## src/hdl/kfe_mul.sv

```systemverilog
// Shared unsigned 32 by 32 multiplier with a registered product.
module kfe_mul (
  input  logic        clk_i,
  input  logic        rst_ni,
  input  logic [31:0] a_i,
  input  logic [31:0] b_i,
  output logic [63:0] p_o
);
  logic [63:0] p_q;

  always_ff @(posedge clk_i or negedge rst_ni) begin
    if (!rst_ni) begin
      p_q <= '0;
    end else begin
      p_q <= {32'b0, a_i} * {32'b0, b_i};
    end
  end

  assign p_o = p_q;
endmodule

```

## config.mk

```make
export PLATFORM = sky130hd
export DESIGN_NAME = kfe_mul
export DESIGN_NICKNAME = d
export VERILOG_FILES = /design/src/hdl/kfe_mul.sv
export SDC_FILE = /design/constraint.sdc
export NUM_CORES = 2
export LEC_CHECK = 0
export BUFFER_PORTS_ARGS = -buffer_cell sky130_fd_sc_hd__buf_2
export CORE_MARGIN = 4
export CORE_UTILIZATION = 65
export CTS_BUF_LIST = sky130_fd_sc_hd__clkbuf_8
export CTS_CLUSTER_SIZE = 20
export DETAILED_ROUTE_END_ITERATION = 8
export PLACE_DENSITY_LB_ADDON = 0.25
export SETUP_SLACK_MARGIN = 0.5
export SLEW_MARGIN = 25
export SYNTH_ARGS = -nofsm -noshare
export SYNTH_HDL_FRONTEND = slang
export SYNTH_SLANG_ARGS = --single-unit
```

## constraint.sdc

```tcl
create_clock -name clk_i -period 0.8 [get_ports clk_i]
set_input_delay 0.16 -clock clk_i [delete_from_list [all_inputs] [get_ports clk_i]]
set_output_delay 0.16 -clock clk_i [all_outputs]
set_load 0.02 [all_outputs]
```

Yosys cells after proc, flatten, opt, wreduce, memory -nomap -nowiden. Index checks and enable logic that the tools add are counted.

Bits in registers: 64. Latch bits: 0. RAM bits: 0. ROM bits: 0. Input port bits: 66. Output and inout bits: 64. Logic and storage cells: 2. Memories kept: 0.

Add/subtract/negate cells: 0. Multiply operators: 1. Div/mod/pow operators: 0. Order comparisons: 0. Equal/unequal tests: 0. Shift operators: 0. Muxes and demuxes: 0. Bitwise gates (word level): 0. Reduce and logical (&&, ||, !) cells: 0.

Operators with widths (number): multiplier 32 x 32 -> 64 bit (1).

Longest topological paths before layout.
Depth after elaboration: 1. Depth in mapped cells: 29. Depth with buffers taken out: 27.

Least setup slack after synthesis. Ideal clock, no wire load.

Path type: input to register. Start point: input port a_i[25]. End point: register p_q[62], in the netlist p_o[62]. Setup time: 0.079 ns. Arrival time: 6.846 ns. Required time: 0.721 ns. Slack: -6.125 ns. Cell stages on the path: 25. Buffers on the path: 2. Cells stage by stage: clkbuf_1 > nand2_1 > fa_1 > inv_1 > fa_1 > inv_1 > fa_1 > inv_1 > fa_1 > fa_1 > fa_1 > fa_1 > inv_1 > fa_1 > inv_1 > ha_1 > buf_2 > nand4_1 > or4_1 > or3_1 > a31oi_1 > a31o_2 > a211oi_1 > o21ai_1 > xor2_1.

Cells in the longest elaborated chain, start to end: 1.

Ends and longest elaborated chain: start: declaration (RTL line 5) `input logic [31:0] a_i,`; multiplier 32 x 32 -> 64 bit (RTL line 15) `p_q <= {32'b0, a_i} * {32'b0, b_i};`; end signal: assignment (RTL line 15); end: declaration (RTL line 9) `logic [63:0] p_q;`.

No other way between the ends.

Worst setup path in the final report.
Start point: input port a_i[15]. End point: register p_q[63], in the netlist p_o[63].

The elaborated chain is that of the path after synthesis.

==> key figures <==
Outcome
  – Status: finished with violations
  – Violated checks: hold timing, setup timing

STA
  – Slew @ Worst Pin: 0.433 ns
  – Final period util: 870%
  – WHS: -0.217 ns
  – Final number of max-transition violations: 0
  – Setup WS post-layout: -6.16 ns
  – Max_slew headroom: 71.0%
  – Period minus WS final: 6.96 ns
  – Final setup viols: 127
  – Fmax: 144 MHz
  – Final hold viol count: 64
  – Unrepaired setup endpoints after global routing: yes
  – Post-Route Setup TNS: -335.23 ns

Setup path
  – Critical path arrival: 7.23 ns
  – Crit path kind: primary input to register
  – Worst-path fanout max: 15
  – Startpoint class of the critical path: primary input
  – Slowest CP cell: fa_2
  – Data required time of the critical path: 1.07 ns
  – Slowest stage delay, CP: 0.58 ns
  – Worst setup EP type: register
  – Crit path top cell by count: fa_1

Clocking
  – CTS tree: built
  – H-tree levels: 3
  – CTS root buffer: clkbuf_8
  – CTS Buf Count: 9
  – Clock tree buffer depth: 2
  – Clk sinks: 64
  – Worst-path clk slew: 0.08 ns

Yosys
  – Syn Area/Cell: 9.34 µm²
  – Post-synth ARST share: 100%
  – Syn_nets: 4973
  – Mapped Area: 0.0350 mm²
  – Most frequent cell after synthesis: fa_1
  – Post-synth top area cell: fa_1
  – Synth area leaders: fa_1, and2_1, ha_1
  – Register area share after synthesis: 4.58%
  – Top-area cell type share of the netlist area: 51.3%
  – Synth unique cells: 57
  – Synth warn: 0
  – Post-synth EDFFs: 0
  – Ys flop type: dfrtp_1
  – FF+latch count, synth: 64
  – Synth top cells by count: fa_1, inv_1, and2_1
  – Post-synthesis cell count: 3748

Cells and area
  – Register area: 0.00160 mm²
  – Area growth from synthesis to layout: 21.7%
  – Share of post-route cells with drive strength above 1: 22.6%
  – Max reg flops: 64
  – FILL cells: 2976
  – Area of the multi-input gates: 0.0310 mm²
  – Final net count: 5373

Floorplan
  – Initial cell density of the core: 66.1%
  – Io pins: 130
  – Chip Width: 240 µm
  – Die Span Y: 240 µm
  – FP Rows: 84
  – DIE AREA: 0.0576 mm²
  – Core area: 0.0530 mm²

Placed design
  – Final HPWL DP: 81500 µm
  – GPL Wtd Cong: 0.951
  – I/O Buffers: 129
  – Pre-CTS WS: -6.53 ns

GRT
  – Number of global-route vias before repair: 30.4k
  – Overflow after GRT: 0
  – Initial antenna violation count: 3
  – Largest net degree at the start of global routing: 65
  – Global-route wire length before repair: 156000 µm
  – Total track usage: 34.6%

Routing
  – Total Wirelength: 106000 µm
  – Drt drc: 0
  – DRT Pass-1 Iters: 8
  – Initial DRC Count: 2237
  – Vias per Instance: 5.86
  – Vias post-DR: 28.4k
  – ANT nets after route: 0
  – Routed length per instance: 21.8 µm

Job
  – Number of max-cap violations: 0

Hold path
  – Hold Path Class: primary input to asynchronous set/reset pin
[what timing repair did]
action	in CTS	in global routing
pin swaps	74	182
endpoints found under the setup margin	128	128
cloned	0	4
buffers inserted	18	27
hold endpoints to repair	64	64
gates resized for setup	204	382
[kinds of logic after synthesis]
| family | synth area share, % |
|---|---|
| mux | 0.0286 |
| simple gates | 17.5 |
| xor+xnor | 1.50 |
| buf+inv | 11.7 |
| fa+ha+maj | 60.7 |
| flops | 4.58 |
| compound gates | 4.12 |
[layout make-up]
class	instances	share of cell area (%)
Multi-Input combinational cell	2599	72.8
Clock inverter	5	0.129
Inverter	865	7.62
Clock buffer	11	0.355
Antenna cell	3	0.0176
Sequential cell	64	3.76
Tap cell	688	2.02
Timing Repair Buffer	609	13.3
[layout by cell type (no fill, tap or decap), types with 23 or more instances in the layout]
cell type  instances
a21o_1            40
a21oi_1           27
a21oi_2           26
and2_1           565
and2_4            37
buf_12            29
buf_4            394
buf_6            154
dfrtp_1           64
fa_1             834
fa_2              62
ha_1             210
ha_4              52
inv_1            844
nand2_1          462
nand4_1           23
xnor2_1           25
[through the flow]
step                hold WS [ns]  area, µm²  util, %  instances
global placement           0.173      39700     74.9       4776
CTS                       -0.211      40800     77.0       4810
detailed placement         0.182      39700     74.9       4776
floorplan                 -0.136      36100        -       3748
finish                    -0.217      42600     80.4       4844
global route              -0.186      42600     80.4       4844
[critical path: cells and delay by family]
| family | cells | cell delay [ns] |
|---|---|---|
| AO/OA/AOI/OAI | 6 | 1.36 |
| adder cells (fa/ha/maj) | 9 | 4.33 |
| buffers and inverters | 7 | 0.66 |
| AND/OR/NAND/NOR | 4 | 0.71 |
[per-layer routing]
layer | vias to the layer above | track usage, % | wire (µm)
li1 | 11600 | - | -
met1 | 14500 | 40.7 | 34400
met4 | 0 | 19.9 | 9220
met3 | 599 | 5.04 | 7800
met5 | - | 0 | 0
met2 | 1658 | 60.8 | 54100
[path summary, 6_finish.rpt]
| path | startpoint | end | slack [ns] | cells past startpoint |
|---|---|---|---|---|
| worst max-delay path | a_i[15] | p_o[63] | -6.16 | 26 |
| worst min-delay path | rst_ni | p_o[56] | -0.22 | 2 |
| max in group asynchronous | rst_ni | p_o[4] | 0.70 | 2 |
| min in group clk_i | b_i[0] | p_o[0] | 0.42 | 3 |
Power is left out: the tool's default activity adds up to more than one toggle a clock period on the data nets, which glitch-free logic cannot reach.
