File: src/hdl/kfe_pkg.sv
// Shared types, constants and mode codes of the kernel function evaluator.
package kfe_pkg;

  localparam int unsigned ELEM_WIDTH      = 16;
  localparam int unsigned EXP_TABLE_DEPTH = 256;
  localparam int unsigned DVD_W           = 44;

  localparam logic [31:0] LOG2E_LO = 32'h7154_7653;
  localparam logic [31:0] LN2_Q20  = 32'd726817;
  localparam logic [63:0] SQ_LIMIT = 64'd3037000499;
  localparam logic signed [63:0] MAX64 = 64'sh7FFF_FFFF_FFFF_FFFF;
  localparam logic signed [63:0] MIN64 = 64'sh8000_0000_0000_0000;
  localparam logic signed [63:0] ONE_Q24 = 64'sh0000_0000_0100_0000;

  typedef enum logic [1:0] {
    KM_DOT     = 2'd0,
    KM_QUAD    = 2'd1,
    KM_RADIAL  = 2'd2,
    KM_WRADIAL = 2'd3
  } kmode_e;

  typedef struct packed {
    logic signed [ELEM_WIDTH-1:0] a_elem;
    logic signed [ELEM_WIDTH-1:0] b_elem;
    logic [ELEM_WIDTH-1:0]        weight_elem;
    logic                         last_elem;
  } in_word_t;

  typedef struct packed {
    logic signed [63:0] kernel_value;
    logic               saturated;
    logic               zero_weight;
  } out_word_t;

endpackage

File: src/hdl/kfe_div.sv
// Restoring divider, one quotient bit per cycle.
module kfe_div (
  input  logic                      clk_i,
  input  logic                      rst_ni,
  input  logic                      start_i,
  input  logic [kfe_pkg::DVD_W-1:0] dividend_i,
  input  logic [31:0]               divisor_i,
  output logic                      done_o,
  output logic [kfe_pkg::DVD_W-1:0] quotient_o
);
  import kfe_pkg::*;

  localparam int unsigned CW = $clog2(DVD_W + 1);

  logic [31:0]      rem_q;
  logic [DVD_W-1:0] quo_q;
  logic [31:0]      dvs_q;
  logic [CW-1:0]    cnt_q;
  logic             busy_q, done_q;
  logic [32:0]      rem_sh, rem_diff;
  logic             ge;

  assign rem_sh   = {rem_q, quo_q[DVD_W-1]};
  assign ge       = rem_sh >= {1'b0, dvs_q};
  assign rem_diff = rem_sh - {1'b0, dvs_q};

  always_ff @(posedge clk_i or negedge rst_ni) begin
    if (!rst_ni) begin
      rem_q  <= '0;
      quo_q  <= '0;
      dvs_q  <= '0;
      cnt_q  <= '0;
      busy_q <= 1'b0;
      done_q <= 1'b0;
    end else if (start_i) begin
      rem_q  <= '0;
      quo_q  <= dividend_i;
      dvs_q  <= divisor_i;
      cnt_q  <= CW'(DVD_W);
      busy_q <= 1'b1;
      done_q <= 1'b0;
    end else if (busy_q) begin
      rem_q  <= ge ? rem_diff[31:0] : rem_sh[31:0];
      quo_q  <= {quo_q[DVD_W-2:0], ge};
      cnt_q  <= cnt_q - CW'(1);
      busy_q <= cnt_q != CW'(1);
      done_q <= cnt_q == CW'(1);
    end else begin
      done_q <= 1'b0;
    end
  end

  assign done_o     = done_q;
  assign quotient_o = quo_q;
endmodule

File: config.mk
export PLATFORM = sky130hd
export DESIGN_NAME = kfe_div
export DESIGN_NICKNAME = d
export VERILOG_FILES = /design/src/hdl/kfe_pkg.sv /design/src/hdl/kfe_div.sv
export SDC_FILE = /design/constraint.sdc
export NUM_CORES = 1
export LEC_CHECK = 0
export ABC_CLOCK_PERIOD_IN_PS = 8600
export BUFFER_PORTS_ARGS = -buffer_cell sky130_fd_sc_hd__buf_2
export CAP_MARGIN = 20
export CORE_ASPECT_RATIO = 0.6
export CORE_MARGIN = 4
export CORE_UTILIZATION = 60
export DETAILED_ROUTE_END_ITERATION = 10
export PLACE_DENSITY = 0.85
export SYNTH_ARGS = -nofsm -noshare
export SYNTH_HDL_FRONTEND = slang
export SYNTH_SLANG_ARGS = --single-unit
export TNS_END_PERCENT = 20
File: constraint.sdc
create_clock -name clk_i -period 8.6 [get_ports clk_i]
set_input_delay 0.43 -clock clk_i [delete_from_list [all_inputs] [get_ports clk_i]]
set_output_delay 0.43 -clock clk_i [all_outputs]
set_load 0.02 [all_outputs]
---- After elaboration in Yosys (flattened, before gate mapping) ----
Index checks and enable logic that the tools add are counted.
storage, ports and cells
  flip-flop bits (word level) ............. 116
  input bits .............................. 79
  output and inout port bits .............. 45
cells by class
  add/sub/neg operators ................... 2
  $lt $le $gt $ge ......................... 1
  equal/unequal tests ..................... 2
  muxes and demuxes ....................... 11
  reductions and logical operators ........ 1
operators with widths
  kind                   count
  $mux W32               3
  $mux W44               2
  $ge A33 B32 Y1         1
  $sub A32 B32 Y32       1
  $mux W6                2
  $eq A6 B1 Y1 const B   1
  $ne A6 B1 Y1 const B   1
  $sub A6 B1 Y6 const B  1
  $mux W1                4
  $reduce_bool A2 Y1     1

---- Depth between registers and ports, before layout ----
  word-level depth ........................ 4
  mapped depth ............................ 15
  depth with buffers taken out ............ 13

---- Worst setup path before layout ----
Ideal clock, no wire load.
  path type ............................... register to register
  start ................................... register quo_q[43], in the netlist quotient_o[43]
  end ..................................... register rem_q[30]
  setup time .............................. 0.099 ns
  arrival ................................. 2.645 ns
  slack ................................... 5.855 ns
  cell stages (with the launch flop) ...... 14
  path buffers ............................ 0
  clock period less this slack ............ 2.745 ns
  path through ............................ dfrtp_1 inv_1 ha_1 fa_1 nor2b_1 o2111ai_1 nand2_1 a21o_1 a221oi_2 a41oi_1 a221oi_2 xnor2_1 nand2_1 a311oi_1
between the ends
  longest elaborated chain between the ends .. 4
  elaborated cells on any way between the ends .. 5
  classes of those cells .................. 1 x add/sub; 1 x order compare; 3 x mux
RTL lines
  what                                                       RTL line                      source
  from (decl)                                                kfe_div.sv:16                 logic [DVD_W-1:0] quo_q;
  from (signal assigned)                                     kfe_div.sv:37                 quo_q <= dividend_i;
  from (signal assigned)                                     kfe_div.sv:44                 quo_q <= {quo_q[DVD_W-2:0], ge};
  $sub A32 B32 Y32 / $ge A33 B32 Y1 (equally long branches)  kfe_div.sv:25, kfe_div.sv:24
  $mux W32 (*)                                               kfe_div.sv:43                 rem_q <= ge ? rem_diff[31:0] : rem_sh[31:0];
  $mux W32 (*)                                               kfe_div.sv:42                 end else if (busy_q) begin
  $mux W32 (*)                                               kfe_div.sv:35                 end else if (start_i) begin
  to (signal assigned)                                       kfe_div.sv:43
  to (decl)                                                  kfe_div.sv:15                 logic [31:0] rem_q;
Every way passes the cells marked *; elsewhere a longest branch is shown, timed or not. The select of a mux whose other input is x is not followed.
A chain may end at the register's enable or synchronous reset.

---- Worst setup path in the final report ----
  start ................................... register rem_q[7]
  end ..................................... register rem_q[23]
between the ends
  longest elaborated chain between the ends .. 4
  elaborated cells on any way between the ends .. 5
  classes of those cells .................. 1 x add/sub; 1 x order compare; 3 x mux
RTL lines
  what                                                       RTL line
  $sub A32 B32 Y32 / $ge A33 B32 Y1 (equally long branches)  kfe_div.sv:25, kfe_div.sv:24
  $mux W32 (*)                                               kfe_div.sv:43
  $mux W32 (*)                                               kfe_div.sv:42
  $mux W32 (*)                                               kfe_div.sv:35
Marked as above.

==> flow_summary.ini <==
[logic_synthesis]
avgSynthCellArea_um2 = 8.83
synth_cells = 775
yosysUniqueCellTypes = 57
synth_seq_area_share = 0.424
synth_fp_nets = 889
synthArstFlopShare = 1.00
synthFlopType = dfrtp_1
synth_edf_count = 0
syn_area_um2 = 6840
ys_seq_elements = 116
ys.warnings.count = 0

[die]
die_x_um = 146
num_rows = 29
initial_core_util = 0.631
core_area_um2 = 10800
die_area_um2 = 13200
dieHeight_um = 90.7
ioPinCount = 124

[power]
p_switching_mw = 0.421
p_leak_nw = 4.26
seqPwrFrac = 0.390
switching_share = 0.271
vdd_drop_max_mv = 0.145
total_power_mw = 1.55
power_density_nw_per_um2 = 193
p_clk_frac = 0.467
p_int_mw = 1.13
power_frac_comb = 0.143

[placement]
gp_congestion = 0.968
io_buffers = 123
dp_hpwl_mm = 11.7

[clock_tree]
cts_hold_buffers = 0
cts_made_buffers = 17
clock_latency_ns = 0.41
root_buffer = clkbuf_16
cts.repair.resized = 0
clockBufferDepth = 2
cts_setup_buffers = 0
clock-sinks = 116
cts_tree = built
htree_levels = 4
clkTransAtPathRegs_ns = 0.06

[routing]
via_per_inst = 5.91
firstDrtPassIters = 8
wire_per_inst_um = 16.8
drc = 0
ant_nets = 0
drt_iter0_markers = 590
vias = 6065
drt-total-wl_mm = 17.2

[flow_run]
drv_cap = 0

[global_route]
grt_pass1_vias = 5729
grt_overflow = 0
grt_max_degree = 110
antenna_found_initial = 0
grt_pass1_wl_mm = 28.4
grtUsageTotal = 0.261

[final_layout]
finalNetCount = 990
areaGrowthSynthToFinish_pct = 18.0
seq_area_um2 = 2910
diodes = 0
multi_input_area_um2 = 3590
num-fill-cells = 789
drive_gt1_frac = 0.190
final_util = 0.744

[sta]
tns_ns = 0
fin_crit_ns = 3.86
finalHoldViolCount = 0
rsz0062_at_grt = false
finClkSkew_ns = 0.00841
finalCritPeriodShare = 0.449
holdWs_ns = 0.0544
worst_pin_slew_ns = 1.10
maxSlewViolCount = 0
setup_viol = 0
relSlewSlack = 0.270
fmax_mhz = 259

[critical_path]
cp-end-kind = flip-flop
crit_required_ns = 8.86
arrival_ns = 4.12
slowest_delay_ns = 0.59
path_cells = ha_1 -> a21oi_1 -> o21ai_0 -> nor2_1 -> a21oi_1 -> or4_4 -> nand4b_1 -> a31o_1 -> buf_4 -> mux2_2 -> mux2i_1 -> nor2_1
crit_fanout = 38
crit_path_top_delay_cell = a31o_1
cp-start-kind = flip-flop
path_class = reg2reg

[outcome]
status = finished, final reports clean

[min_path]
hold_path.class = in2async
==> worst paths after layout <==
path,startpoint,to,slack (ns),cells after the start
hold reg to reg,rem_q[31],rem_q[31],0.52,2
max in group asynchronous,rst_ni,busy_q,7.22,2
hold / removal,rst_ni,dvs_q[7],0.05,1
setup reg to reg,rem_q[7],rem_q[23],4.74,12
setup / recovery,rem_q[7],rem_q[23],4.74,12
min in group clk_i,dividend_i[33],quotient_o[33],0.22,3
==> Yosys cell counts, types with 3 or more instances <==
cell      number  area share
nand2_1      108       0.059
buf_1          3      0.0016
mux2i_1       49       0.072
a21o_1        10       0.011
xor2_1        18       0.023
dfrtp_1      116        0.42
nor2_1        81       0.044
a21oi_1       48       0.035
ha_1          34       0.062
a211oi_1      29       0.032
o21ai_0       94       0.069
inv_1         38       0.021
nand4_1       11       0.010
xnor2_1       14       0.018
nand2b_1       6      0.0055
nor2b_1        6      0.0055
o21a_1         8      0.0088
nor3_1         7      0.0051
clkbuf_1      35       0.019
a31oi_1        6      0.0055
and3_1         3      0.0027
==> worst max-delay path, delay by kind of cell (launching register included) <==
| kind | cells | cell delay (ns) |
|---|---|---|
| AO/OA/AOI/OAI | 4 | 1.08 |
| adder cells (fa/ha/maj) | 1 | 0.40 |
| buffers and inverters | 1 | 0.49 |
| flip-flops | 1 | 0.40 |
| multiplexers | 2 | 0.54 |
| AND/OR/NAND/NOR | 4 | 0.80 |
==> state kept, by name (all words and copies together) (netlist names) <==
register,cells
dvs_q,32
rem_q,32
cnt_q,6
quotient_o,44
busy_q,1
done_o,1
==> placed cells by master (no fill, tap or decap), types with 3 or more instances in the layout <==
cell type and count:
nor3_1 7, xor2_1 18, mux2i_1 49, nand2b_1 6, o21a_1 8, clkbuf_16 17, inv_1 38, clkinv_2 3
ha_1 34, bufinv_16 3, o21ai_0 94, buf_4 6, a21o_1 10, xnor2_1 14, dfrtp_1 115, nor2b_1 6
buf_2 121, a31oi_1 6, and3_1 3, nand4_1 11, nor2_1 81, clkinvlp_4 3, nand2_1 108, a211oi_1 29
a21oi_1 48
==> stage by stage <==
step / cells / worst slack [ns] / instance area [µm²]
after CTS: 1027 / 4.77 / 8070
final: 1027 / 4.74 / 8070
after global routing: 1027 / 4.52 / 8070
after detailed placement: 996 / 4.85 / 7470
after global placement: 996 / 4.98 / 7470
after floorplan: 775 / 5.86 / 6840
==> logic make-up after synthesis <==
family                   after synthesis  share of synthesized area
multiplexers                          51                     0.0750
XOR/XNOR                              32                     0.0410
adder cells (fa/ha/maj)               35                     0.0651
flip-flops                           116                      0.424
AND/OR/NAND/NOR                      239                      0.151
AO/OA/AOI/OAI                        218                      0.192
buffers and inverters                 84                     0.0514
==> cell type report <==
class                           count  area share
Tap cell                          139      0.0215
Clock inverter                     12      0.0191
Inverter                           39      0.0181
Sequential cell                   116       0.360
Clock buffer                       19      0.0561
Timing Repair Buffer              127      0.0806
Multi-Input combinational cell    575       0.445
==> per-layer routing <==
layer,global-route usage,vias up,routed length (µm)
met1,0.373,2863,7830
li1,-,2902,-
met5,0,-,0
met4,0.0766,0,229
met2,0.394,268,7910
met3,0.0637,32,1270
==> power groups by stage <==
stage / Sequential [mW] / Combinational [mW] / Clock [mW]
floorplan: 0.634 / 0.117 / 0
global placement: 0.612 / 0.210 / 0
detailed placement: 0.615 / 0.218 / 0
global route: 0.611 / 0.247 / 0.758
CTS: 0.606 / 0.222 / 0.731
finish: 0.607 / 0.222 / 0.726
(Power assumes the default switching activity.)
